`src/rtl/ssp_pkg.sv`:
```
`timescale 1ns / 1ps
// Shared types and constants for the shortest-path block.
// No dependencies; every other file refers to it by scoped name.

package ssp_pkg;

   // Default sizes, handed to the top-level parameters
   localparam int NODES_DEF       = 16;
   localparam int WEIGHT_BITS_DEF = 16;
   localparam int DIST_BITS_DEF   = 24;

   // Fixed port field widths
   localparam int NODE_W   = 6;
   localparam int WEIGHT_W = 16;
   localparam int DIST_W   = 24;
   localparam int COUNT_W  = 7;

   localparam logic [COUNT_W-1:0] COUNT_RESET = 7'd16;

   // Request function codes
   localparam logic FUNC_WRITE = 1'b0;
   localparam logic FUNC_RUN   = 1'b1;

   typedef enum logic [2:0] {
      ST_IDLE,
      ST_INIT,
      ST_RELAX,
      ST_DRAIN,
      ST_OUT_RD,
      ST_OUT_LD
   } state_type;

   typedef struct packed {
      logic wr_en;
      logic rd_en;
   } wmem_ctl_type;

   typedef struct packed {
      logic wr_en;
      logic rd_en;
      logic clear;
   } dmem_ctl_type;

endpackage

```
`src/rtl/ssp_wmem.sv`:
```
`timescale 1ns / 1ps
// Adjacency matrix store: one write port, one registered read port.
// Uses ssp_pkg for the control struct.

module ssp_wmem #(
   parameter int NODES       = ssp_pkg::NODES_DEF,
   parameter int WEIGHT_BITS = ssp_pkg::WEIGHT_BITS_DEF
) (
   input  logic                                 clock,
   input  ssp_pkg::wmem_ctl_type                ctl,
   input  logic [$clog2(NODES*NODES)-1:0]       wr_addr,
   input  logic [WEIGHT_BITS-1:0]               wr_data,
   input  logic [$clog2(NODES*NODES)-1:0]       rd_addr,
   output logic [WEIGHT_BITS-1:0]               rd_data
);

   localparam int DEPTH = NODES * NODES;

   logic [WEIGHT_BITS-1:0] weight_mem [DEPTH];
   logic [WEIGHT_BITS-1:0] rd_data_ff;

   always_ff @(posedge clock) begin
      if (ctl.wr_en) begin
         weight_mem[wr_addr] <= wr_data;
      end
      if (ctl.rd_en) begin
         rd_data_ff <= weight_mem[rd_addr];
      end
   end

   assign rd_data = rd_data_ff;

endmodule

```
`config.mk`:
```
export PLATFORM = sky130hd
export DESIGN_NAME = ssp_wmem
export DESIGN_NICKNAME = d
export VERILOG_FILES = /design/src/rtl/ssp_pkg.sv /design/src/rtl/ssp_wmem.sv
export SDC_FILE = /design/constraint.sdc
export NUM_CORES = 2
export LEC_CHECK = 0
export BUFFER_PORTS_ARGS = -buffer_cell sky130_fd_sc_hd__buf_2
export CAP_MARGIN = 10
export CORE_MARGIN = 10
export CORE_UTILIZATION = 47
export CTS_CLUSTER_SIZE = 12
export DETAILED_ROUTE_END_ITERATION = 12
export SLEW_MARGIN = 25
export SYNTH_ARGS = -nofsm -noshare
export SYNTH_HDL_FRONTEND = slang
export SYNTH_SLANG_ARGS = --single-unit
```
`constraint.sdc`:
```
create_clock -name clock -period 5.05 [get_ports clock]
set_clock_uncertainty 0.05 [all_clocks]
set_input_delay 0.7575 -clock clock [delete_from_list [all_inputs] [get_ports clock]]
set_output_delay 0.7575 -clock clock [all_outputs]
set_load 0.01 [all_outputs]
```
# --- Word-level counts from Yosys, hierarchy flattened ---
# Memory sizes are Yosys's and may differ from the RTL's. A register that Yosys moved wholly into a read port is not among the register bits.
# Index checks and enable logic that the tools add are counted.
op_classes:
  addsub: 0
  mul: 0
  div: 0
  n_lt_le_gt_ge: 0
  n_eq_ne: 0
  n_shift: 0
  muxes: 2
  n_bitwise: 0
  reduce_logical: 0
op_table:
  columns: ["operator", "count"]
  rows:
  - ["1-bit two-way mux", 2]
word_totals:
  ff_bits: 0
  latch_bits: 0
  ram_bits: 4096
  mem_bits_ro: 0
  inputBits: 35
  out_inout_bits: 16
  word_cells: 3
  n_memories: 1
memory_table:
  columns: ["memory", "depth", "width", "rd", "rd_clocked_by_memory_dff", "write_ports", "line", "source"]
  rows:
  - ["weight_mem", 256, 16, 1, 1, 1, "ssp_wmem.sv:19", "logic [WEIGHT_BITS-1:0] weight_mem [DEPTH];"]

# --- Depth between registers and ports, before layout ---
depth:
  ltp_word: 2
  ltp_mapped: 12
  depth_no_buf: 6

# --- Worst setup path after synthesis ---
# OpenSTA, ideal clock, no wires.
synth_path:
  path_type: "input port to flip-flop"
  from: "input port rd_addr[0]"
  to: "register rd_data_ff[4], in the netlist rd_data[4] (read register of weight_mem) (data pin)"
  setup_ns: 0.265
  t_arrival_ns: 2.741
  t_required_ns: 4.735
  setup_slack_ns: 1.994
  stages: 8
  n_path_buf: 3
  path_cell_list: "buf_6 -> buf_6 -> buf_2 -> mux4_2 -> mux4_2 -> a22o_1 -> o32ai_2 -> nor4_2"
synth_rtl:
  columns: ["item", "line", "source"]
  rows:
  - ["from (decl)", "ssp_wmem.sv:13", "input logic [$clog2(NODES*NODES)-1:0] rd_addr,"]
  - ["to (decl)", "ssp_wmem.sv:20", "logic [WEIGHT_BITS-1:0] rd_data_ff;"]

==> results.py <==
metrics = {
    "setup_path": {
        "critPathRequiredTime_ns": 5.72,
        "arrival_ns": 4.65,
        "crit_type": "in2reg",
        "rrSetupSlack_ns": 1.70,
        "rr_worst_depth": 7,
        "r2r-start": "weight_mem[135][14]",
        "r2r-end": "rd_data[14]",
        "path_max_fanout": 41,
        "startpoint_type": "input pin",
        "crit_path_end_kind": "flop",
    },
    "synthesis": {
        "async_flop_share": 0,
        "syn_area_mm2": 0.159,
        "synth_seq_area_share": 0.777,
        "yosysUniqueCellTypes": 51,
        "syn_inst": 7360,
        "synth_nets": 7395,
        "synth_edf_count": 4112,
        "ys.flop_type": "edfxtp_1",
        "ys_warn_count": 0,
        "synth-seq-cells": 4112,
        "synth_area_per_cell_um2": 21.6,
    },
    "global_route": {
        "grt_pass1_vias": 78600,
        "overflow": 0,
        "grt_max_degree": 144,
        "antenna_found_initial": 25,
        "grt_pass1_wl_um": 612000,
        "grt_usage": 0.234,
    },
    "detailed_routing": {
        "vias_per_cell": 6.27,
        "firstDrtPassIters": 6,
        "vias": 79800,
        "wl_um": 434000,
        "drc": 0,
        "antenna_left": 0,
        "drt_iter0_markers": 10100,
        "routedWlPerCell_um": 34.1,
    },
    "final_layout": {
        "fillers": 25600,
        "final_area_mm2": 0.180,
        "syn2layout_area_growth_pct": 13.3,
        "multi_input_area_mm2": 0.0331,
        "nNetsFinal": 7954,
        "drive_gt1_frac": 0.256,
        "final_common_cell": "edfxtp_1",
        "mostFrequentLayoutCells": "edfxtp_1 (4112), mux4_2 (797), mux2i_1 (565)",
        "fin_cells": 12700,
        "seqCellArea_mm2": 0.123,
        "postLayoutCoreUtil": 0.535,
    },
    "placement": {
        "dpl.hpwl_um": 258000,
        "port_buffers": 50,
        "pre_cts_ws_ns": 0.0583,
        "place_congestion": 0.879,
        "placed_area_mm2": 0.168,
        "dpl.cell_count": 12000,
    },
    "min_path": {
        "hp-class": "in2reg",
        "holdPathEnd": "weight_mem[58][6]",
        "holdPathStages": 1,
        "hp-start": "wr_data[6]",
    },
    "power": {
        "power_density_mw_per_mm2": 387,
        "power_leakage_nw": 56.9,
        "irDropWorstVdd_uv": 270,
        "power_mw": 69.7,
    },
    "clocking": {
        "clkLatencyLatePin_ns": 0.99,
        "numCtsBuffers": 421,
        "cts.clk_slew.worst_paths_ns": 0.06,
        "cts_tree": "done",
        "clock-sinks": 4112,
        "post-cts-setup-buffers": 0,
        "post_cts_resized": 0,
        "clockBufferDepth": 4,
        "htree_levels": 5,
        "hold_buffers": 0,
        "cts_root_buf": "clkbuf_16",
    },
    "floorplanning": {
        "die_h_um": 601,
        "start_util": 0.472,
        "rows": 213,
        "coreArea_mm2": 0.337,
        "ios": 51,
        "die_area_mm2": 0.362,
        "die_w_um": 601,
    },
    "timing": {
        "worst_slack_ns": 1.08,
        "hold_viol_final": 0,
        "maxClockFrequency_mhz": 252,
        "period_minus_slack_ns": 3.97,
        "relSlewSlack": 0.240,
        "maxSlewViolCount": 0,
        "setup_viol_count_final": 0,
        "grt_setup_unrepaired": "no",
        "min_period_over_period": 0.786,
        "tightestPinTransition_ns": 1.14,
    },
    "job": {
        "cap_violations": 0,
    },
    "status": {
        "run_status": "complete, no violations",
    },
}
-- critical path, cell delays in order --
cell and delay [ns]:
buf_12 0.35, buf_12 0.26, buf_12 0.24, buf_4 0.65, mux2i_1 0.17, o221ai_1 0.30
o32ai_1 0.15, a22oi_1 0.40, nand4_1 0.77, nor4_1 0.42
-- layout make-up --
class,count,area share
clock inverters,159,0.00608
inverters,4,0.000153
clock buffers,551,0.0618
well taps,4515,0.0314
repair buffers,588,0.0303
multi-input cells,2792,0.184
diodes,10,0.000139
flip-flops and latches,4112,0.686
-- flip-flops by register name, indices dropped and copies added (netlist names) --
register    cells
weight_mem   4096
rd_data        16
-- stage by stage --
stage          TNS (ns)  hold WS, ns
3_5_place_dp          0         1.12
2_1_floorplan         0        0.806
5_1_grt               0       0.0930
3_3_place_gp     -0.631         1.12
6_report              0        0.143
4_1_cts               0        0.170
-- worst max path at each step --
stage | startpoint | endpoint | slack (ns) | depth (start not counted)
after floorplan | rd_addr[0] | rd_data[4] | 1.99 | 8
after global placement | rd_addr[0] | rd_data[12] | -0.63 | 10
after detailed placement | rd_addr[0] | rd_data[1] | 0.06 | 10
after CTS | rd_addr[0] | rd_data[1] | 1.10 | 10
after global routing | rd_addr[0] | rd_data[1] | 0.79 | 10
final | rd_addr[0] | rd_data[1] | 1.08 | 10
-- layer usage --
metal	up-vias	global-route usage	part of all wire
met5	-	0	0.00018
met1	42900	0.333	0.40
met4	10	0.0671	0.033
met3	651	0.0508	0.091
met2	3843	0.367	0.47
li1	32400	-	-
-- power by group --
group          switching (mW)  internal [mW]
clock                    12.6           15.7
sequential             0.0577           37.7
combinational            2.38           1.24
-- cells in the mapped netlist, drive strengths merged (5+ instances only) --
library cell  instances  share of area
buf                 222          0.011
a22o                 32         0.0018
clkbuf              230         0.0054
mux4                797           0.11
o32ai                21         0.0012
nor3                 92         0.0029
nand2                38        0.00090
a211oi               18        0.00085
mux2                 88         0.0062
o22ai               148         0.0058
or2                   5        0.00020
edfxtp             4112           0.78
a21oi               175         0.0055
o31ai                16        0.00076
nor4                 18        0.00075
a221oi               28         0.0015
a22oi                43         0.0020
a31oi                 6        0.00024
mux2i               565          0.036
and3                 11        0.00043
nor2b                 9        0.00035
o221ai              253          0.014
nand3                35         0.0011
nor2                304         0.0072
nand4                26         0.0010
a2111oi               6        0.00033
o21ai                38         0.0012
-- logic make-up after synthesis --
kind of cell           after synthesis  share of synthesized area
multiplexers                      1450                      0.155
AND/OR/NAND/NOR                    556                     0.0157
buffers and inverters              456                     0.0169
AO/OA/AOI/OAI                      786                     0.0353
flip-flops                        4112                      0.777
(Power assumes the default switching activity.)
