<file path="src/rtl/ssp_pkg.sv">
`timescale 1ns / 1ps
// Shared types and constants for the shortest-path block.
// No dependencies; every other file refers to it by scoped name.

package ssp_pkg;

   // Default sizes, handed to the top-level parameters
   localparam int NODES_DEF       = 16;
   localparam int WEIGHT_BITS_DEF = 16;
   localparam int DIST_BITS_DEF   = 24;

   // Fixed port field widths
   localparam int NODE_W   = 6;
   localparam int WEIGHT_W = 16;
   localparam int DIST_W   = 24;
   localparam int COUNT_W  = 7;

   localparam logic [COUNT_W-1:0] COUNT_RESET = 7'd16;

   // Request function codes
   localparam logic FUNC_WRITE = 1'b0;
   localparam logic FUNC_RUN   = 1'b1;

   typedef enum logic [2:0] {
      ST_IDLE,
      ST_INIT,
      ST_RELAX,
      ST_DRAIN,
      ST_OUT_RD,
      ST_OUT_LD
   } state_type;

   typedef struct packed {
      logic wr_en;
      logic rd_en;
   } wmem_ctl_type;

   typedef struct packed {
      logic wr_en;
      logic rd_en;
      logic clear;
   } dmem_ctl_type;

endpackage

</file>
<file path="src/rtl/ssp_dmem.sv">
`timescale 1ns / 1ps
// Best-distance store with per-entry valid bits; an invalid entry reads all ones.
// Uses ssp_pkg for the control struct.

module ssp_dmem #(
   parameter int NODES     = ssp_pkg::NODES_DEF,
   parameter int DIST_BITS = ssp_pkg::DIST_BITS_DEF
) (
   input  logic                         clock,
   input  logic                         reset,
   input  ssp_pkg::dmem_ctl_type        ctl,
   input  logic [$clog2(NODES)-1:0]     wr_addr,
   input  logic [DIST_BITS-1:0]         wr_data,
   input  logic [$clog2(NODES)-1:0]     rd_addr,
   output logic [DIST_BITS-1:0]         rd_data
);

   logic [DIST_BITS-1:0] dist_mem [NODES];
   logic [DIST_BITS-1:0] rd_data_ff;
   logic [NODES-1:0]     vld_ff;
   logic [NODES-1:0]     vld_in;
   logic                 rd_vld_ff;
   logic                 rd_vld_in;

   always_comb begin
      vld_in    = vld_ff;
      rd_vld_in = rd_vld_ff;
      if (ctl.clear) begin
         vld_in = '0;
      end
      if (ctl.wr_en) begin
         vld_in[wr_addr] = 1'b1;
      end
      if (ctl.rd_en) begin
         rd_vld_in = vld_ff[rd_addr];
      end
   end

   always_ff @(posedge clock) begin
      if (reset) begin
         vld_ff    <= '0;
         rd_vld_ff <= 1'b0;
      end else begin
         vld_ff    <= vld_in;
         rd_vld_ff <= rd_vld_in;
      end
   end

   always_ff @(posedge clock) begin
      if (ctl.wr_en) begin
         dist_mem[wr_addr] <= wr_data;
      end
      if (ctl.rd_en) begin
         rd_data_ff <= dist_mem[rd_addr];
      end
   end

   assign rd_data = rd_vld_ff ? rd_data_ff : '1;

endmodule

</file>
<file path="config.mk">
export PLATFORM = sky130hd
export DESIGN_NAME = ssp_dmem
export DESIGN_NICKNAME = d
export VERILOG_FILES = /design/src/rtl/ssp_pkg.sv /design/src/rtl/ssp_dmem.sv
export SDC_FILE = /design/constraint.sdc
export NUM_CORES = 1
export LEC_CHECK = 0
export BUFFER_PORTS_ARGS = -buffer_cell sky130_fd_sc_hd__buf_2
export CORE_MARGIN = 2
export CORE_UTILIZATION = 60
export CTS_CLUSTER_SIZE = 10
export DETAILED_ROUTE_END_ITERATION = 7
export PLACE_DENSITY = 0.84
export SLEW_MARGIN = 25
export SYNTH_ARGS = -nofsm -noshare
export SYNTH_HDL_FRONTEND = slang
export SYNTH_SLANG_ARGS = --single-unit
</file>
<file path="constraint.sdc">
create_clock -name clock -period 7.1 [get_ports clock]
set_clock_uncertainty 0.1 [all_clocks]
set_input_delay 0.71 -clock clock [delete_from_list [all_inputs] [get_ports clock]]
set_output_delay 0.71 -clock clock [all_outputs]
set_load 0.01 [all_outputs]
</file>
# Word-level counts from Yosys, hierarchy flattened
# Memory sizes are Yosys's and may differ from the RTL's. A register that Yosys moved wholly into a read port is not among the register bits.
# Cells that the tools add are included.
# word_totals
input_bits	37
regBits	17
output_inout_bits	24
ramBits	384
n_memories	1
wordCells	17
# classes
magnitude_cmp	3
muxes	9
reduce_logical	1
bitwise	1
# mem_list
name	words	width	rd	rd_clocked_by_memory_dff	wr	line_no	source
dist_mem	16	24	1	1	1	ssp_dmem.sv:18	logic [DIST_BITS-1:0] dist_mem [NODES];
# ops
op	n
16-bit 2-to-1 mux	2
24-bit 2-to-1 mux	1
16-bit bitwise OR	1
4-bit by 5-bit < comparator with 1-bit output, second input constant	2
1-bit binary-select mux with 4-bit select	1
1-bit demux with 4-bit select	1
4-bit by 1-bit >= comparator with 1-bit output, second input constant	1
1-bit 2-to-1 mux	4
1-bit logical AND	1

# Depth between registers and ports, before layout
# depth
ltp_word	6
mapped_depth	7
ltp_nobuf	4

# Worst setup path after synthesis
# Ideal clock, no wire load.
# synth_timing
path_kind	input to register
start	input wr_addr[2]
end	memory dist_mem[0][0] (netlist name), enable pin
path_stages	2
n_path_buf	0
slack_ns	3.622
arrival_ns	2.941
setup_ns	0.438
t_required_ns	6.562
path_cell_list	or3b_2 -> nor3_1
# synth_lines
element	line_no	source
from (decl)	ssp_dmem.sv:12	input logic [$clog2(NODES)-1:0] wr_addr,
to (decl)	ssp_dmem.sv:18	
# No word-level cell before the write port.

==> run summary <==
The count of vias placed by the detailed router is 7680. STA classifies the critical path endpoint as a flop. The area fraction in and, or, nand and nor cells after synthesis is 0.0233. The pre-antenna-repair detailed-routing pass consisted of 5 iterations. Synthesis produced 679 cells. After clock tree synthesis, the repair step resized 0 gates.

The portion of total power attributed to the clock network came out at 0.412. From synthesis to final layout, the design area changed by 12.9%. The flow ran to the end, and the final reports show no timing, DRC or antenna violations. The tools report the clock buffer count from CTS as 48. Post-CTS timing repair inserted 0 buffers for setup.

After synthesis, the cell types taking the most area are sky130_fd_sc_hd__edfxtp_1, sky130_fd_sc_hd__mux4_2, sky130_fd_sc_hd__dfxtp_1. In this run the power spent charging and discharging nets is 1050 uW. Initial antenna violation count: 4. The combinational family with the most area after synthesis is multiplexers. The sequential cell area was 12600 um2; the maximum number of pins on one net before global-route repair was 75. The worst relative slew slack came out at 0.297. The share of synthesized area occupied by flip-flops and latches was 0.784; the XOR/XNOR share of the synthesized area was 0. Input and output buffers added on the ports amount to 60. The detailed router finished its first iteration with 1064 violations.

Summing every instance area after synthesis gives 16100 um2. The final core area utilization is 0.692, and the register clock-pin slew on the reported worst setup and hold paths is 50 ps. The biggest area contributor in the post-synthesis netlist is sky130_fd_sc_hd__edfxtp_1. The tools report the count of unique library cells instantiated by Yosys as 25. A synthesized cell averages 23.7 um2.

In the final timing run, aggregate negative setup slack is 0 ps. The delay of the slowest cell on the worst path works out to 670 ps. The tools report the initial core utilization as 0.613. In the layout the commonest cells are sky130_fd_sc_hd__edfxtp_1, sky130_fd_sc_hd__mux4_2, sky130_fd_sc_hd__buf_2. The first global-routing pass estimated 55.1 mm of wire.

Setup repair after global routing left no endpoint under its margin. In this run, synthesis produced a sequential element count of 425. In the final routed layout, each cell accounts on average for 33.3 um. The logs give 17.8 mm for the post-detailed-placement half-perimeter wirelength and 550 ps for the clock latency on the worst-skew pair.

Summing all placed instances gives a cell area of 16800 um2. The width of the die is 168 um, and the wire length reported by the detailed router is 37.5 mm. 61 I/O pins were placed. The global-route usage over all layers came out at 0.279. The logs give 0 for the final routed DRC violation total and 716 for the total nets after synthesis. Path class of the lowest-slack min-delay path: reg -> reg.

The finished layout holds 1128 standard cells, fillers aside. The final count of hold timing violations came out at 0. Number of fill cells in the layout: 1484.

Type of the setup path with the least slack: in -> reg. Via count of the first global-routing pass: 8305. Data on the critical path is required at its endpoint by 7280 ps. The sequential fraction of design power was 0.541; the number of failing setup endpoints in the final timing report was 0.

The logs give 28100 um2 for the area enclosed by the die boundary and 3320 um2 for the multi-input combinational cell area. The tool flagged a number of max-cap violations equal to 0. For the count of warnings emitted by yosys, the log shows 0. The most common cell after layout, fill and taps aside was sky130_fd_sc_hd__edfxtp_1. The multiplexer share of the synthesized area works out to 0.174. The cell type with the highest occurrence count on the critical path was sky130_fd_sc_hd__mux4_2. Across the VDD grid, the largest voltage drop is 0.188 mV. The die span in y was 168 um; the cell area after layout was 18100 um2. The buffer depth of the longest clock path came out at 3.

Walking the worst path, the cells encountered are clkbuf_8 > buf_4 > mux4_2 > mux4_2. Internal power comes to 4190 uW. The power density relative to cell area is 289 nW/um2. STA classifies the critical path startpoint as an input port.

The share of the synthesized area in the top cell type works out to 0.763. The run gives 0 as the leftover overflow at the end of global routing. TritonCTS built the clock tree. The critical-path cell with the highest stage delay was sky130_fd_sc_hd__clkbuf_8. The actual transition at the worst max-transition pin is 1050 ps, and the minimum setup slack in the final design is 4100 ps. The share of the synthesized area in compound gates (AO/OA/AOI/OAI) works out to 0.00748.

The worst slack at placement came out at 3470 ps. The adder and majority cell fraction of the synthesized area is 0, and the maximum clock frequency is 333 MHz. After clock tree synthesis, the flow added hold-fix buffers numbering 0. In this run the core area contains 59 standard-cell rows. The detail route stage leaves a number of antenna-violating nets equal to 0. For the finished layout, the period the worst path requires is 3000 ps. For the max-slew violation count, the log shows 0.

The fraction of power spent switching nets came out at 0.201. The number of nets in the layout was 814. Routability-driven placement finished with a final weighted congestion of 0.723. The tree is rooted in a sky130_fd_sc_hd__clkbuf_16. The number of cells in the design after placement is 1062, and the share of final-layout standard cells stronger than drive strength 1 is 0.345. The tree built by TritonCTS fans out to 425 sinks. The number of H-tree levels was 2; the core box area was 26200 um2.

The final cycle utilization of the critical path was 0.423; the mean number of vias per cell was 6.81. The endpoint arrival time on the critical path was 3180 ps. The part of the total power dissipated in combinational logic came out at 0.047. The maximum fanout encountered on the critical timing path is 74. The leakage power summed over all cells came out at 0.00576 uW.
[path summary, 6_finish.rpt]
kind,depth (start not counted),to,start,slack (ps)
setup reg to reg,2,rd_data_ff[11],dist_mem[14][11],5260
hold / removal,2,vld_ff[4],vld_ff[4],390
hold reg to reg,2,vld_ff[4],vld_ff[4],390
setup / recovery,4,rd_data_ff[11],rd_addr[0],4100
[flip-flops by register name, summed over array words and instances (netlist names)]
register    flops
dist_mem      384
rd_data_ff     24
vld_ff         16
rd_vld_ff       1
[synthesized netlist by cell type (all sizes together)]
| cell type | n |
|---|---|
| a21o | 3 |
| mux2i | 4 |
| nand3b | 3 |
| clkbuf | 16 |
| nand3 | 1 |
| mux4 | 122 |
| dfxtp | 17 |
| a221oi | 2 |
| or3b | 2 |
| nand2b | 26 |
| nor2 | 21 |
| buf | 17 |
| nor3 | 3 |
| or2 | 3 |
| or3 | 1 |
| edfxtp | 408 |
| o211ai | 1 |
| a22oi | 1 |
| inv | 5 |
| nor2b | 4 |
| nand2 | 6 |
| a21oi | 13 |
[critical path: cells and delay by family]
family	cells	cell delay [ps]
buf+inv	2	1270
mux	2	1130
[cell type report]
cell class / instances / share of cell area
Timing Repair Buffer: 81 / 0.0259
Sequential cell: 425 / 0.694
Inverter: 5 / 0.00103
Clock inverter: 3 / 0.00262
Multi-Input combinational cell: 216 / 0.183
Tap cell: 335 / 0.0231
Clock buffer: 59 / 0.0697
Antenna cell: 4 / 0.000552
[through the flow]
stage | power, uW | hold slack, ps
floorplan | 3030 | 342
global placement | 3100 | 352
detailed placement | 3120 | 372
CTS | 5260 | 385
global route | 5370 | 416
finish | 5240 | 391
[power by group through the flow]
stage                     combinational [uW]  sequential [uW]  clock (uW)
after floorplan                          153             2870           0
after global placement                   229             2870           0
after detailed placement                 240             2880           0
after CTS                                248             2830        2180
after global routing                     261             2840        2270
final                                    247             2830        2160
[cell families (layout without fill, tap and decap cells)]
group	after synthesis	count (layout)
flops	425	425
mux	126	126
simple gates	70	70
buf+inv	38	148
compound gates	20	20
other cells	0	4
[layer usage]
metal	vias up	GRT usage	part of all wire
li1	3043	-	-
met1	4033	0.332	0.33
met2	472	0.505	0.55
met3	130	0.0544	0.084
met4	2	0.111	0.039
met5	-	0	0.00019
Power figures use the tool's default switching activity.
