**src/rtl/ssp_pkg.sv**
```systemverilog
`timescale 1ns / 1ps
// Shared types and constants for the shortest-path block.
// No dependencies; every other file refers to it by scoped name.

package ssp_pkg;

   // Default sizes, handed to the top-level parameters
   localparam int NODES_DEF       = 16;
   localparam int WEIGHT_BITS_DEF = 16;
   localparam int DIST_BITS_DEF   = 24;

   // Fixed port field widths
   localparam int NODE_W   = 6;
   localparam int WEIGHT_W = 16;
   localparam int DIST_W   = 24;
   localparam int COUNT_W  = 7;

   localparam logic [COUNT_W-1:0] COUNT_RESET = 7'd16;

   // Request function codes
   localparam logic FUNC_WRITE = 1'b0;
   localparam logic FUNC_RUN   = 1'b1;

   typedef enum logic [2:0] {
      ST_IDLE,
      ST_INIT,
      ST_RELAX,
      ST_DRAIN,
      ST_OUT_RD,
      ST_OUT_LD
   } state_type;

   typedef struct packed {
      logic wr_en;
      logic rd_en;
   } wmem_ctl_type;

   typedef struct packed {
      logic wr_en;
      logic rd_en;
      logic clear;
   } dmem_ctl_type;

endpackage

```
**src/rtl/ssp_ctrl.sv**
```systemverilog
`timescale 1ns / 1ps
// Run sequencer: edge writes, relaxation pipeline, nearest-node selection
// and result output. Uses ssp_pkg; drives ssp_wmem and ssp_dmem.

module ssp_ctrl #(
   parameter int NODES       = ssp_pkg::NODES_DEF,
   parameter int WEIGHT_BITS = ssp_pkg::WEIGHT_BITS_DEF,
   parameter int DIST_BITS   = ssp_pkg::DIST_BITS_DEF
) (
   input  logic                                  clock,
   input  logic                                  reset,
   input  logic                                  csr_wr_en,
   input  logic [ssp_pkg::COUNT_W-1:0]           csr_wr_data,
   input  logic                                  req_valid,
   output logic                                  req_ready,
   input  logic                                  req_func,
   input  logic [ssp_pkg::NODE_W-1:0]            req_from_node,
   input  logic [ssp_pkg::NODE_W-1:0]            req_to_node,
   input  logic [ssp_pkg::WEIGHT_W-1:0]          req_edge_weight,
   input  logic [ssp_pkg::NODE_W-1:0]            req_start_node,
   output logic                                  rsp_valid,
   input  logic                                  rsp_ready,
   output logic [ssp_pkg::NODE_W-1:0]            rsp_node,
   output logic [ssp_pkg::DIST_W-1:0]            rsp_distance,
   output logic                                  rsp_last,
   output ssp_pkg::wmem_ctl_type                 wmem_ctl,
   output logic [$clog2(NODES*NODES)-1:0]        wmem_wr_addr,
   output logic [WEIGHT_BITS-1:0]                wmem_wr_data,
   output logic [$clog2(NODES*NODES)-1:0]        wmem_rd_addr,
   input  logic [WEIGHT_BITS-1:0]                wmem_rd_data,
   output ssp_pkg::dmem_ctl_type                 dmem_ctl,
   output logic [$clog2(NODES)-1:0]              dmem_wr_addr,
   output logic [DIST_BITS-1:0]                  dmem_wr_data,
   output logic [$clog2(NODES)-1:0]              dmem_rd_addr,
   input  logic [DIST_BITS-1:0]                  dmem_rd_data
);

   localparam int NODE_BITS = $clog2(NODES);
   localparam int ADDR_BITS = $clog2(NODES * NODES);
   localparam int SUM_BITS  = ((DIST_BITS > WEIGHT_BITS) ? DIST_BITS : WEIGHT_BITS) + 1;
   localparam int COUNT_W   = ssp_pkg::COUNT_W;
   localparam logic [DIST_BITS-1:0] DIST_MAX = '1;

   ssp_pkg::state_type state_ff, state_in;

   logic [COUNT_W-1:0]   count_ff, count_in;
   logic [NODE_BITS-1:0] nodes_m1_ff, nodes_m1_in;
   logic [ssp_pkg::NODE_W-1:0] start_ff, start_in;
   logic [NODE_BITS-1:0] idx_ff, idx_in;
   logic [NODE_BITS-1:0] pick_ff, pick_in;
   logic [DIST_BITS-1:0] pick_dist_ff, pick_dist_in;
   logic [NODES-1:0]     fin_ff, fin_in;

   logic                 s2_vld_ff, s2_vld_in;
   logic                 s2_last_ff, s2_last_in;
   logic [NODE_BITS-1:0] s2_idx_ff, s2_idx_in;
   logic                 s3_vld_ff, s3_vld_in;
   logic                 s3_last_ff, s3_last_in;
   logic [NODE_BITS-1:0] s3_idx_ff, s3_idx_in;
   logic [DIST_BITS-1:0] s3_sum_ff, s3_sum_in;
   logic [DIST_BITS-1:0] s3_old_ff, s3_old_in;

   logic                 min_found_ff, min_found_in;
   logic [NODE_BITS-1:0] min_idx_ff, min_idx_in;
   logic [DIST_BITS-1:0] min_val_ff, min_val_in;

   logic                       rsp_valid_ff, rsp_valid_in;
   logic [ssp_pkg::NODE_W-1:0] rsp_node_ff, rsp_node_in;
   logic [ssp_pkg::DIST_W-1:0] rsp_distance_ff, rsp_distance_in;
   logic                       rsp_last_ff, rsp_last_in;

   logic [COUNT_W-1:0]                     used_m1;
   logic                                   start_ok;
   logic                                   write_ok;
   logic [SUM_BITS-1:0]                    sum_raw;
   logic [WEIGHT_BITS+ssp_pkg::WEIGHT_W-1:0] weight_wide;
   logic [DIST_BITS+ssp_pkg::DIST_W-1:0]   dist_wide;
   logic                                   cand_lt_old;
   logic                                   cand_lt_min;
   logic                                   old_lt_min;
   logic                                   better;

   // Clamp the node count into 1..NODES, kept as count minus one
   assign used_m1 = (count_ff == '0) ? '0 :
                    (count_ff > COUNT_W'(NODES)) ? COUNT_W'(NODES - 1) :
                    count_ff - COUNT_W'(1);

   assign start_ok = COUNT_W'(start_ff) <= COUNT_W'(nodes_m1_ff);
   assign write_ok = (COUNT_W'(req_from_node) < COUNT_W'(NODES)) &&
                     (COUNT_W'(req_to_node) < COUNT_W'(NODES));

   assign weight_wide  = {{WEIGHT_BITS{1'b0}}, req_edge_weight};
   assign wmem_wr_data = weight_wide[WEIGHT_BITS-1:0];
   assign wmem_wr_addr = ADDR_BITS'(req_from_node[NODE_BITS-1:0]) * ADDR_BITS'(NODES) +
                         ADDR_BITS'(req_to_node[NODE_BITS-1:0]);
   assign wmem_rd_addr = ADDR_BITS'(pick_ff) * ADDR_BITS'(NODES) + ADDR_BITS'(idx_ff);
   assign dmem_rd_addr = idx_ff;

   assign dist_wide = {{ssp_pkg::DIST_W{1'b0}}, dmem_rd_data};

   // Saturating path sum through the current pick
   assign sum_raw = SUM_BITS'(pick_dist_ff) + SUM_BITS'(wmem_rd_data);

   assign cand_lt_old = s3_sum_ff < s3_old_ff;
   assign cand_lt_min = s3_sum_ff < min_val_ff;
   assign old_lt_min  = s3_old_ff < min_val_ff;
   assign better      = !min_found_ff || (cand_lt_old ? cand_lt_min : old_lt_min);

   always_comb begin
      state_in        = state_ff;
      count_in        = csr_wr_en ? csr_wr_data : count_ff;
      nodes_m1_in     = nodes_m1_ff;
      start_in        = start_ff;
      idx_in          = idx_ff;
      pick_in         = pick_ff;
      pick_dist_in    = pick_dist_ff;
      fin_in          = fin_ff;
      min_found_in    = min_found_ff;
      min_idx_in      = min_idx_ff;
      min_val_in      = min_val_ff;
      rsp_valid_in    = rsp_valid_ff && !rsp_ready;
      rsp_node_in     = rsp_node_ff;
      rsp_distance_in = rsp_distance_ff;
      rsp_last_in     = rsp_last_ff;
      req_ready       = 1'b0;
      wmem_ctl        = '0;
      dmem_ctl        = '0;
      dmem_wr_addr    = s3_idx_ff;
      dmem_wr_data    = s3_sum_ff;

      // Second stage: weight and old distance arrive, form the candidate
      s2_vld_in  = 1'b0;
      s2_last_in = 1'b0;
      s2_idx_in  = s2_idx_ff;
      s3_vld_in  = s2_vld_ff;
      s3_last_in = s2_last_ff;
      s3_idx_in  = s2_idx_ff;
      s3_old_in  = dmem_rd_data;
      s3_sum_in  = (sum_raw > SUM_BITS'(DIST_MAX)) ? DIST_MAX : sum_raw[DIST_BITS-1:0];

      // Third stage: write back a shorter distance and track the nearest
      // unfinished node. Reads lead this write by two entries, so no
      // forwarding is needed.
      if (s3_vld_ff) begin
         if (cand_lt_old) begin
            dmem_ctl.wr_en = 1'b1;
         end
         if (!fin_ff[s3_idx_ff] && better) begin
            min_found_in = 1'b1;
            min_idx_in   = s3_idx_ff;
            min_val_in   = cand_lt_old ? s3_sum_ff : s3_old_ff;
         end
      end

      case (state_ff)
         ssp_pkg::ST_IDLE: begin
            req_ready = 1'b1;
            if (req_valid) begin
               if (req_func == ssp_pkg::FUNC_RUN) begin
                  nodes_m1_in = used_m1[NODE_BITS-1:0];
                  start_in    = req_start_node;
                  state_in    = ssp_pkg::ST_INIT;
               end else if (write_ok) begin
                  wmem_ctl.wr_en = 1'b1;
               end
            end
         end
         ssp_pkg::ST_INIT: begin
            dmem_ctl.clear = 1'b1;
            fin_in         = '0;
            idx_in         = '0;
            min_found_in   = 1'b0;
            if (start_ok) begin
               dmem_ctl.wr_en = 1'b1;
               dmem_wr_addr   = start_ff[NODE_BITS-1:0];
               dmem_wr_data   = '0;
               fin_in[start_ff[NODE_BITS-1:0]] = 1'b1;
               pick_in        = start_ff[NODE_BITS-1:0];
               pick_dist_in   = '0;
               state_in       = ssp_pkg::ST_RELAX;
            end else begin
               state_in = ssp_pkg::ST_OUT_RD;
            end
         end
         ssp_pkg::ST_RELAX: begin
            wmem_ctl.rd_en = 1'b1;
            dmem_ctl.rd_en = 1'b1;
            s2_vld_in      = 1'b1;
            s2_idx_in      = idx_ff;
            s2_last_in     = idx_ff == nodes_m1_ff;
            if (idx_ff == nodes_m1_ff) begin
               state_in = ssp_pkg::ST_DRAIN;
            end else begin
               idx_in = idx_ff + NODE_BITS'(1);
            end
         end
         ssp_pkg::ST_DRAIN: begin
            if (s3_vld_ff && s3_last_ff) begin
               idx_in = '0;
               // Stop once nothing unfinished is reachable
               if (min_found_in && min_val_in != DIST_MAX) begin
                  pick_in            = min_idx_in;
                  pick_dist_in       = min_val_in;
                  fin_in[min_idx_in] = 1'b1;
                  min_found_in       = 1'b0;
                  state_in           = ssp_pkg::ST_RELAX;
               end else begin
                  state_in = ssp_pkg::ST_OUT_RD;
               end
            end
         end
         ssp_pkg::ST_OUT_RD: begin
            if (!rsp_valid_ff || rsp_ready) begin
               dmem_ctl.rd_en = 1'b1;
               state_in       = ssp_pkg::ST_OUT_LD;
            end
         end
         ssp_pkg::ST_OUT_LD: begin
            rsp_valid_in    = 1'b1;
            rsp_node_in     = ssp_pkg::NODE_W'(idx_ff);
            rsp_distance_in = dist_wide[ssp_pkg::DIST_W-1:0];
            rsp_last_in     = idx_ff == nodes_m1_ff;
            if (idx_ff == nodes_m1_ff) begin
               state_in = ssp_pkg::ST_IDLE;
            end else begin
               idx_in   = idx_ff + NODE_BITS'(1);
               state_in = ssp_pkg::ST_OUT_RD;
            end
         end
         default: begin
            state_in = ssp_pkg::ST_IDLE;
         end
      endcase
   end

   always_ff @(posedge clock) begin
      if (reset) begin
         state_ff     <= ssp_pkg::ST_IDLE;
         count_ff     <= ssp_pkg::COUNT_RESET;
         fin_ff       <= '0;
         s2_vld_ff    <= 1'b0;
         s3_vld_ff    <= 1'b0;
         min_found_ff <= 1'b0;
         rsp_valid_ff <= 1'b0;
      end else begin
         state_ff     <= state_in;
         count_ff     <= count_in;
         fin_ff       <= fin_in;
         s2_vld_ff    <= s2_vld_in;
         s3_vld_ff    <= s3_vld_in;
         min_found_ff <= min_found_in;
         rsp_valid_ff <= rsp_valid_in;
      end
   end

   always_ff @(posedge clock) begin
      nodes_m1_ff     <= nodes_m1_in;
      start_ff        <= start_in;
      idx_ff          <= idx_in;
      pick_ff         <= pick_in;
      pick_dist_ff    <= pick_dist_in;
      s2_last_ff      <= s2_last_in;
      s2_idx_ff       <= s2_idx_in;
      s3_last_ff      <= s3_last_in;
      s3_idx_ff       <= s3_idx_in;
      s3_sum_ff       <= s3_sum_in;
      s3_old_ff       <= s3_old_in;
      min_idx_ff      <= min_idx_in;
      min_val_ff      <= min_val_in;
      rsp_node_ff     <= rsp_node_in;
      rsp_distance_ff <= rsp_distance_in;
      rsp_last_ff     <= rsp_last_in;
   end

   assign rsp_valid    = rsp_valid_ff;
   assign rsp_node     = rsp_node_ff;
   assign rsp_distance = rsp_distance_ff;
   assign rsp_last     = rsp_last_ff;

endmodule

```
**config.mk**
```make
export PLATFORM = sky130hd
export DESIGN_NAME = ssp_ctrl
export DESIGN_NICKNAME = d
export VERILOG_FILES = /design/src/rtl/ssp_pkg.sv /design/src/rtl/ssp_ctrl.sv
export SDC_FILE = /design/constraint.sdc
export NUM_CORES = 1
export LEC_CHECK = 0
export ABC_AREA = 1
export BUFFER_PORTS_ARGS = -buffer_cell sky130_fd_sc_hd__buf_2
export CAP_MARGIN = 20
export CORE_MARGIN = 2
export CORE_UTILIZATION = 40
export CTS_CLUSTER_DIAMETER = 30
export CTS_CLUSTER_SIZE = 20
export DETAILED_ROUTE_END_ITERATION = 10
export GPL_ROUTABILITY_DRIVEN = 0
export GPL_TIMING_DRIVEN = 0
export RECOVER_POWER = 25
export SYNTH_ARGS = -nofsm -noshare
export SYNTH_HDL_FRONTEND = slang
export SYNTH_SLANG_ARGS = --single-unit
```
**constraint.sdc**
```tcl
create_clock -name clock -period 9.85 [get_ports clock]
set_input_delay 0.985 -clock clock [delete_from_list [all_inputs] [get_ports clock]]
set_output_delay 0.985 -clock clock [all_outputs]
set_load 0.01 [all_outputs]
```
Yosys cells after proc, flatten, opt, wreduce, memory -nomap -nowiden:

Cells that the tools add are included.

* register bits: 187
* output and inout bits: 102
* input bits: 87
* word-level logic and storage cells: 140

* reduce and logical (&&, ||, !) cells: 23
* equality and inequality tests: 15
* bitwise gates (word level): 1
* order comparisons: 13
* muxes and demuxes: 60
* $add $sub $neg: 5

Operator list (number)
* $mux W24: 8
* $lt A24 B24 Y1: 3
* $mux W16: 3
* $pmux W24 S2: 1
* $mux W4: 10
* $pmux W16 S2: 1
* $add A24 B16 Y25: 1
* $gt A25 B24 Y1 const B: 1
* $mux W3: 8
* $ne A24 B24 Y1 const B: 1
* $mux W1: 21
* $pmux W3 S6: 1
* $add A8 B4 Y8: 2
* $ne A2 B2 Y1 const B: 8
* $or A16 B16 Y16: 1
* $lt A4 B5 Y1 const B: 3
* $lt A6 B5 Y1 const B: 2
* $pmux W4 S3: 1
* $reduce_and A3 Y1: 3
* $demux W1 S4: 2
* $ge A4 B1 Y1 const B: 2
* $pmux W4 S2: 1
* $gt A7 B5 Y1 const B: 1
* $logic_and A1 B1 Y1: 7
* 18 further kinds: 25

Depth between registers and ports, before layout:

Gate-level depths: netlist of run 1.

* depth in word-level cells: 14
* mapped depth: 27
* mapped depth without buffers: 26

Least setup slack after synthesis of run 1:

No wires, ideal clock.

* kind: reg2reg
* start: reg s3_old_ff[5]
* end: reg pick_dist_ff[0] (enable)
* arrival time: 3.425 ns
* period minus slack after synthesis: 3.838 ns
* slack: 6.012 ns
* stages on the path, launching flop included: 22
* required time: 9.437 ns
* setup time: 0.413 ns
* path buffers: 2
* cell sequence: dfxtp_1 -> inv_1 -> ha_1 -> a21oi_1 -> nor2_1 -> nor3_1 -> nand2_1 -> nand2_1 -> nand2_2 -> buf_4 -> buf_4 -> o21ai_0 -> nand3_1 -> nand2_1 -> nor2_1 -> nand2_1 -> nor2_1 -> nand3_2 -> nand2_2 -> nand2_4 -> nand2_2 -> nor2_1

* word-level cells in the longest chain between the ends: 10
* elaborated cells on any way between the ends: 14
* those cells by class: order compare (2); eq/ne (2); mux (6); reduce/logical (4)

RTL lines
* from (decl): line ssp_ctrl.sv:61 `logic [DIST_BITS-1:0] s3_old_ff, s3_old_in;`
* from (signal assigned): line ssp_ctrl.sv:267 `s3_old_ff <= s3_old_in;`
* $lt A24 B24 Y1 (on tied branches): line ssp_ctrl.sv:106, ssp_ctrl.sv:104
* $mux W1: line ssp_ctrl.sv:107 `assign better = !min_found_ff || (cand_lt_old ? cand_lt_min : old_lt_min);`
* $logic_or A1 B1 Y1: line ssp_ctrl.sv:107
* $logic_and A1 B1 Y1: line ssp_ctrl.sv:148 `if (!fin_ff[s3_idx_ff] && better) begin`
* $mux W24: line ssp_ctrl.sv:148
* $mux W24: line ssp_ctrl.sv:144 `if (s3_vld_ff) begin`
* $ne A24 B24 Y1: line ssp_ctrl.sv:201 `if (min_found_in && min_val_in != DIST_MAX) begin`
* $logic_and A1 B1 Y1 (*): line ssp_ctrl.sv:201
* $ne A2 B2 Y1 (no source line) (*)
* $reduce_and A4 Y1 (no source line) (*)
* to (signal assigned): line ssp_ctrl.sv:261 `pick_dist_ff <= pick_dist_in;`
* to (decl): line ssp_ctrl.sv:51 `logic [DIST_BITS-1:0] pick_dist_ff, pick_dist_in;`

Every way passes the cells marked *; elsewhere a longest branch is shown, timed or not.
A chain may end at the register's enable or synchronous reset.

Worst setup path in the final report of run 1:

* start: reg start_ff[1] (netlist name)
* end: out dmem_wr_addr[3]

* word-level cells in the longest chain between the ends: 3

RTL lines
* from (decl): line ssp_ctrl.sv:48 `logic [ssp_pkg::NODE_W-1:0] start_ff, start_in;`
* from (signal assigned): line ssp_ctrl.sv:258 `start_ff <= start_in;`
* $le A6 B4 Y1: line ssp_ctrl.sv:88 `assign start_ok = COUNT_W'(start_ff) <= COUNT_W'(nodes_m1_ff);`
* $mux W4: line ssp_ctrl.sv:173 `if (start_ok) begin`
* $mux W4: line ssp_ctrl.sv:155 `case (state_ff)`
* to (decl): line ssp_ctrl.sv:32 `output logic [$clog2(NODES)-1:0] dmem_wr_addr,`

Every way passes these cells.

==> out/metrics.yaml, run 1 <==
logic_synthesis:
  post_synth_fa_ha_maj_area_fraction_pct: 11.47
  synth_compound_area_share_pct: 10.10
  synth.cell_area_um2: 10100
  ys_seq_area_share_pct: 44.51
  ys_types: 37
  ys.flop_type: "sky130_fd_sc_hd__dfxtp_1"
  synth-xor-area-share_pct: 2.255
  synth_mux_area_share_pct: 0
  synth_top_family_by_area: "simple AND/OR/NAND/NOR gates"
  synth-async-reset-ratio_pct: 0
  synth-simple-area-share_pct: 20.23
  syn_area_per_cell_um2: 8.066
  synth-edff-count: 75
  cell_count_after_synthesis: 1252
  number_of_warnings_issued_by_yosys: 0
  synth.ff_latch_count: 187
power:
  max-vdd-ir-drop_uv: 87.09
  p_leak_nw: 5.902
  p_per_area_nw_per_um2: 185.0
  total_power_w: 0.002209
clock_network:
  cts_hold_buf: 0
  cts_resized: 0
  clock_path_buffers: 2
  root_buffer: "sky130_fd_sc_hd__clkbuf_16"
  cts.sink_count: 187
  path_clk_slew_ps: 70
  cts-htree-levels: 4
  numCtsBuffers: 17
  worst_skew_pair.late_latency_ps: 450
  cts_tree: "built"
  cts_setup_buffers: 0
sta:
  finalSetupViolCount: 0
  finalSetupTns_ps: 0
  final_period_minus_worst_setup_slack_ps: 4376
  timing.slew.headroom_pct: -15.11
  final.setup_skew_ps: 12.59
  finalHoldViolations: 0
  period_share_pct: 44.42
  tightestPinTransition_ps: 1727
  report.final.slew_viol_count: 25
  fmaxAchievable_mhz: 228.5
  setup_slack_ps: 5474
  rsz_0062_raised_after_global_routing: "no"
routing:
  drt_drc_violations_left: 0
  first_iter_violations: 452
  vias_per_cell: 4.748
  firstDrtPassIters: 7
  routed_wl_um: 25640
  wl_cell_um: 14.41
  detail-route-antenna-nets: 0
  route.vias.total: 8447
worst_setup_path:
  timing.critical_path.to_type: "output port"
  worst_path_max_fanout: 10
  r2r-start: "s3_old_ff[17]"
  ws_path_type: "flip-flop to output port"
  worst_ep_required_time_ps: 8870
  worstSetupStartpointType: "flip-flop"
  data_arrival_time_of_the_worst_path_ps: 3390
  crit_path_start: "start_ff[1]"
die:
  core_area_um2: 24960
  floorplan.die.width_um: 162.9
  boundaryPins: 189
  floorplan.rows: 58
  die-area_um2: 26530
  die_y_um: 162.9
  initial_utilization_pct: 40.45
cells_and_area:
  layout_overhead_on_the_synthesized_area_pct: 18.24
  fraction_of_final_layout_cells_with_drive_strength_greater_than_1_pct: 17.07
  most_common_cell_after_layout_fill_and_taps_aside: "sky130_fd_sc_hd__nand2_1"
  nFillCells: 2501
  final_cell_mix: "sky130_fd_sc_hd__nand2_1 (256), sky130_fd_sc_hd__inv_1 (196), sky130_fd_sc_hd__buf_2 (157)"
  final_net_count: 1613
  utilization_pct: 47.83
job:
  max_cap_violations: 1
place:
  dpl_worst_slack_ps: 5504
  buffer_ports.inserted: 161
  place_hpwl_um: 19510
global_route:
  antenna_found_initial: 2
  grt_util_all_layers_pct: 19.63
  vias_in_the_first_global_route: 8025
  gr-usage-met3_pct: 3.820
  gr-total-overflow: 0
  grt_max_degree: 29
  busiest_layer: "met2"
  gr_util_met1_pct: 24.18
  grt_first_pass_wirelength_um: 40250
  gr-usage-met2_pct: 34.07
worst_hold_path:
  hold_class: "flip-flop to flip-flop"
  worst_hold_path_startpoint: "s2_last_ff"
outcome:
  failing_checks: "max-capacitance violations, max-slew violations"
  status: "finished, violations left"
-- stage by stage --
step,cells,instance area [µm²],hold WS (ps)
after floorplan,1253,10100,309.6
after global placement,1744,11320,312.6
after detailed placement,1745,11360,316.1
after CTS,1777,11970,338.4
after global routing,1777,11940,346.0
final,1779,11940,340.1
-- final cells by class --
class                           count  area (µm²)  area share (%)
Multi-Input combinational cell    805        4464           37.39
Buffer                             58       389.1           3.259
Clock inverter                     14       175.2           1.467
Tap cell                          330       412.9           3.458
Clock buffer                       18       439.2           3.678
Inverter                          203       762.0           6.382
Antenna cell                        2       5.005         0.04192
Timing Repair Buffer              162       798.3           6.686
Sequential cell                   187        4494           37.64
-- where the power goes --
group | internal (W) | switching [W]
Clock | 0.000393 | 0.000334
Combinational | 0.000209 | 0.000331
Sequential | 0.000881 | 0.0000602
-- synth_stat cells, types with 4 or more instances --
cell / number / area, µm²
sky130_fd_sc_hd__buf_6: 5 / 56.30
sky130_fd_sc_hd__inv_2: 4 / 15.01
sky130_fd_sc_hd__xor2_1: 17 / 148.9
sky130_fd_sc_hd__nand3b_1: 13 / 97.59
sky130_fd_sc_hd__o21ai_2: 4 / 35.03
sky130_fd_sc_hd__nand4_1: 10 / 62.56
sky130_fd_sc_hd__nor3_1: 12 / 60.06
sky130_fd_sc_hd__nand3_1: 44 / 220.2
sky130_fd_sc_hd__a21o_1: 4 / 30.03
sky130_fd_sc_hd__edfxtp_1: 75 / 2252
sky130_fd_sc_hd__nand2_1: 256 / 960.9
sky130_fd_sc_hd__nor2_1: 146 / 548.0
sky130_fd_sc_hd__xnor2_1: 9 / 78.83
sky130_fd_sc_hd__inv_1: 196 / 735.7
sky130_fd_sc_hd__dfxtp_1: 112 / 2242
sky130_fd_sc_hd__clkbuf_1: 14 / 52.55
sky130_fd_sc_hd__a21oi_1: 94 / 470.5
sky130_fd_sc_hd__buf_2: 5 / 25.02
sky130_fd_sc_hd__ha_1: 91 / 1139
sky130_fd_sc_hd__o21ai_0: 77 / 385.4
sky130_fd_sc_hd__o21ai_1: 4 / 20.02
sky130_fd_sc_hd__buf_4: 34 / 255.2
-- path summary, 6_finish.rpt --
| check | endpoint | slack (ps) | cells after the start |
|---|---|---|---|
| worst max-delay path | dmem_wr_addr[3] | 5470 | 9 |
| worst min-delay path | s3_last_ff | 340 | 0 |
| worst max register to register | pick_dist_ff[13] | 5690 | 21 |
| worst min register to register | s3_last_ff | 340 | 0 |
-- metal layers --
metal	routed length (µm)	part of all wire, %
met1	11340	44
met2	12300	48
met3	1362	5.3
met4	635	2.5
met5	0	0
-- cell families after synthesis --
logic type | after synthesis
xor gates and xnor gates | 26
DFF | 187
and+or+nand+nor | 493
adders and majority gates | 92
buffers and inverters | 261
AOI/OAI and AO/OA | 192
other | 1
-- flip-flops by register name (all words and copies together), names as in the netlist, 3 cells and up --
name	count
s3_sum_ff	24
start_ff	6
count_ff	7
min_val_ff	24
nodes_m1_ff	4
s2_idx_ff	4
rsp_node	4
rsp_distance	24
fin_ff	16
min_idx_ff	4
dmem_rd_addr	4
pick_ff	4
pick_dist_ff	24
s3_old_ff	24
state_ff	3
s3_idx_ff	4
-- critical path: stages, from the launching register on --
cell                       delay (ps)
sky130_fd_sc_hd__edfxtp_1         550
sky130_fd_sc_hd__ha_1             360
sky130_fd_sc_hd__a21oi_1          150
sky130_fd_sc_hd__o21ai_0           80
sky130_fd_sc_hd__o21ai_0           80
sky130_fd_sc_hd__nand2_1          120
sky130_fd_sc_hd__nor2_1           630
sky130_fd_sc_hd__clkbuf_1         520
sky130_fd_sc_hd__o21ai_0          250
sky130_fd_sc_hd__buf_2            200
Power figures use the tool's default switching activity.
==> inputs of run 2 (changes only) <==
==> constraint.sdc (replaced) <==
create_clock -name clock -period 4 [get_ports clock]
set_input_delay 0.4 -clock clock [delete_from_list [all_inputs] [get_ports clock]]
set_output_delay 0.4 -clock clock [all_outputs]
set_load 0.01 [all_outputs]
==> out/metrics.yaml, run 2 (synthesis gave the netlist of run 1 again) <==
global_route:
  grt_max_degree: 25  # -14%
  grt_util_all_layers_pct: 19.81  # +0.18 points
  vias_in_the_first_global_route: 8037  # +0.15%
  antenna_found_initial: 2  # unchanged
  grt_first_pass_wirelength_um: 40520  # +0.69%
  gr-total-overflow: 0  # unchanged
cells_and_area:
  nFillCells: 2502  # +0.040%
  final_cells: 1782  # +0.17%
  layout.cell_area.non_filler_um2: 11990  # +0.40%
  utilization_pct: 48.02  # +0.19 points
  final_net_count: 1616  # +0.19%
  multiInputGateArea_um2: 4483  # +0.42%
  fraction_of_final_layout_cells_with_drive_strength_greater_than_1_pct: 15.86  # -1.2 points
  most_common_cell_after_layout_fill_and_taps_aside: "sky130_fd_sc_hd__nand2_1"
  layout_overhead_on_the_synthesized_area_pct: 18.71
  final_cell_mix: "sky130_fd_sc_hd__nand2_1 (256), sky130_fd_sc_hd__inv_1 (196), sky130_fd_sc_hd__nor2_1 (144)"
  sequential_cell_area_um2: 4494  # unchanged
clock_network:
  path_clk_slew_ps: 80  # about the same
  cts_hold_buf: 0  # unchanged
  worst_skew_pair.late_latency_ps: 450  # about the same
  root_buffer: "sky130_fd_sc_hd__clkbuf_16"
  cts.sink_count: 187  # unchanged
  clock_path_buffers: 2  # unchanged
  cts-htree-levels: 4  # unchanged
  cts_tree: "built"
  numCtsBuffers: 17  # unchanged
sta:
  timing.slew.headroom_pct: 45.23  # +60 points
  finalSetupViolCount: 0  # unchanged
  report.final.slew_viol_count: 0  # -100%
  final.setup_skew_ps: 13.65  # +1.062 ps
  rsz_0062_raised_after_global_routing: "no"
  finalHoldViolations: 0  # unchanged
  period_share_pct: 93.74
  fmaxAchievable_mhz: 266.7
  final_period_minus_worst_setup_slack_ps: 3749
  tightestPinTransition_ps: 818.5  # -908.2 ps
worst_setup_path:
  worstSetupStartpointType: "flip-flop"
  data_arrival_time_of_the_worst_path_ps: 3350  # -40 ps
  worstPathBufferInverterCount: 2  # unchanged
  timing.critical_path.slowest_cell_delay_ps: 640  # about the same
  worst_path_max_fanout: 10  # unchanged
  timing.critical_path.to_type: "output port"
  cp_cell_sequence: "ha_1 -> a21oi_1 -> o21ai_0 -> o21ai_0 -> nand2_1 -> nor2_1 -> clkbuf_1 -> o21ai_0 -> buf_2"
  ws_path_type: "flip-flop to output port"
  timing.critical_path.slowest_stage_cell: "sky130_fd_sc_hd__nor2_1"
  worst_ep_required_time_ps: 3600  # -5270 ps
  critical_path.most_common_cell: "sky130_fd_sc_hd__o21ai_0"
  critical_path.top_delay_family: "simple AND/OR/NAND/NOR gates"
die:
  core_area_um2: 24960  # unchanged
  floorplan.die.width_um: 162.9  # unchanged
  boundaryPins: 189  # unchanged
  die-area_um2: 26530  # unchanged
  die_y_um: 162.9  # unchanged
  floorplan.rows: 58  # unchanged
  initial_utilization_pct: 40.45  # unchanged
power:
  total_power_w: 0.005456  # +150%
  p_per_area_nw_per_um2: 455.1  # +150%
  max-vdd-ir-drop_uv: 212.4  # +140%
  p_leak_nw: 5.867  # -0.60%
routing:
  first_iter_violations: 434  # -4.0%
  wl_cell_um: 14.51  # +0.64%
  drt_drc_violations_left: 0  # unchanged
  route.vias.total: 8500  # +0.63%
  vias_per_cell: 4.770  # +0.46%
  firstDrtPassIters: 5  # -2
  detail-route-antenna-nets: 0  # unchanged
  routed_wl_um: 25850  # +0.81%
place:
  placed_cells: 1745  # unchanged
  place_hpwl_um: 19510  # unchanged
  buffer_ports.inserted: 161  # unchanged
  dpl_cell_area_um2: 11360  # unchanged
job:
  max_cap_violations: 0  # -1
outcome:
  status: "complete, no violations"
worst_hold_path:
  hold_class: "input pin to flip-flop"
[run 2: repair_timing]
item                                    4_1_cts  5_1_grt
pin swaps                                     0        2
setup buffers                                 0        2
gates cloned                                  1        0
resized for setup                             1        0
endpoints found under the setup margin       28       28
[run 2: path summary, 6_finish.rpt]
path                      endpoint             start  depth (start not counted)  slack [ps]
setup / recovery   dmem_wr_addr[3]       start_ff[1]                          9         250
hold / removal       s3_old_ff[18]  dmem_rd_data[18]                          1          60
setup reg to reg  pick_dist_ff[23]     s3_old_ff[17]                         24         310
hold reg to reg         s3_last_ff        s2_last_ff                          0         340
[run 2: power by group]
| group | internal [W] | leakage [nW] | switching, W |
|---|---|---|---|
| clock | 0.000969 | 0.304 | 0.000819 |
| combinational | 0.000525 | 3.95 | 0.000826 |
| sequential | 0.00217 | 1.61 | 0.000147 |
[run 2: routing by layer]
metal  GRT usage, %  wire, µm
met3          3.871      1355
met5              0         0
met4          7.562       703
met1          24.51     11440
met2          34.11     12350
[run 2: worst reg2reg max path, stage by stage (launching register included)]
cell and delay (ps):
sky130_fd_sc_hd__dfxtp_1 390, sky130_fd_sc_hd__inv_1 90, sky130_fd_sc_hd__ha_1 290, sky130_fd_sc_hd__nand2_1 70
sky130_fd_sc_hd__nand2_1 50, sky130_fd_sc_hd__nand2_1 50, sky130_fd_sc_hd__nand2_1 40, sky130_fd_sc_hd__a21oi_1 180
sky130_fd_sc_hd__nand2_1 90, sky130_fd_sc_hd__a21oi_1 250, sky130_fd_sc_hd__nand2_1 120, sky130_fd_sc_hd__nand3_2 110
sky130_fd_sc_hd__nand2_4 110, sky130_fd_sc_hd__buf_6 190, sky130_fd_sc_hd__nand2_1 60, sky130_fd_sc_hd__o21ai_1 80
sky130_fd_sc_hd__nor2_1 160, sky130_fd_sc_hd__nand2_1 80, sky130_fd_sc_hd__nor2_1 200, sky130_fd_sc_hd__nand3_2 150
sky130_fd_sc_hd__nand2_2 110, sky130_fd_sc_hd__nand2_4 100, sky130_fd_sc_hd__nand2_2 210, sky130_fd_sc_hd__nor2_4 70
sky130_fd_sc_hd__buf_12 180
[run 2: stage by stage]
stage / hold WS [ps] / worst slack (ps) / TNS (ps)
floorplan: 309.6 / 162.4 / 0
global placement: 312.6 / -1264 / -35340
detailed placement: 316.1 / -13.58 / -330.4
CTS: 43.16 / 167.4 / 0
global route: 49.60 / 1.785 / 0
finish: 61.05 / 250.5 / 0
[run 2: layout make-up]
type,instances,area share [%]
multi-input cells,806,37.40
clock buffers,18,3.664
clock inverters,14,1.461
flip-flops and latches,187,37.49
repair buffers,164,6.899
well taps,330,3.444
plain buffers,58,3.246
inverters,203,6.356
diodes,2,0.04175
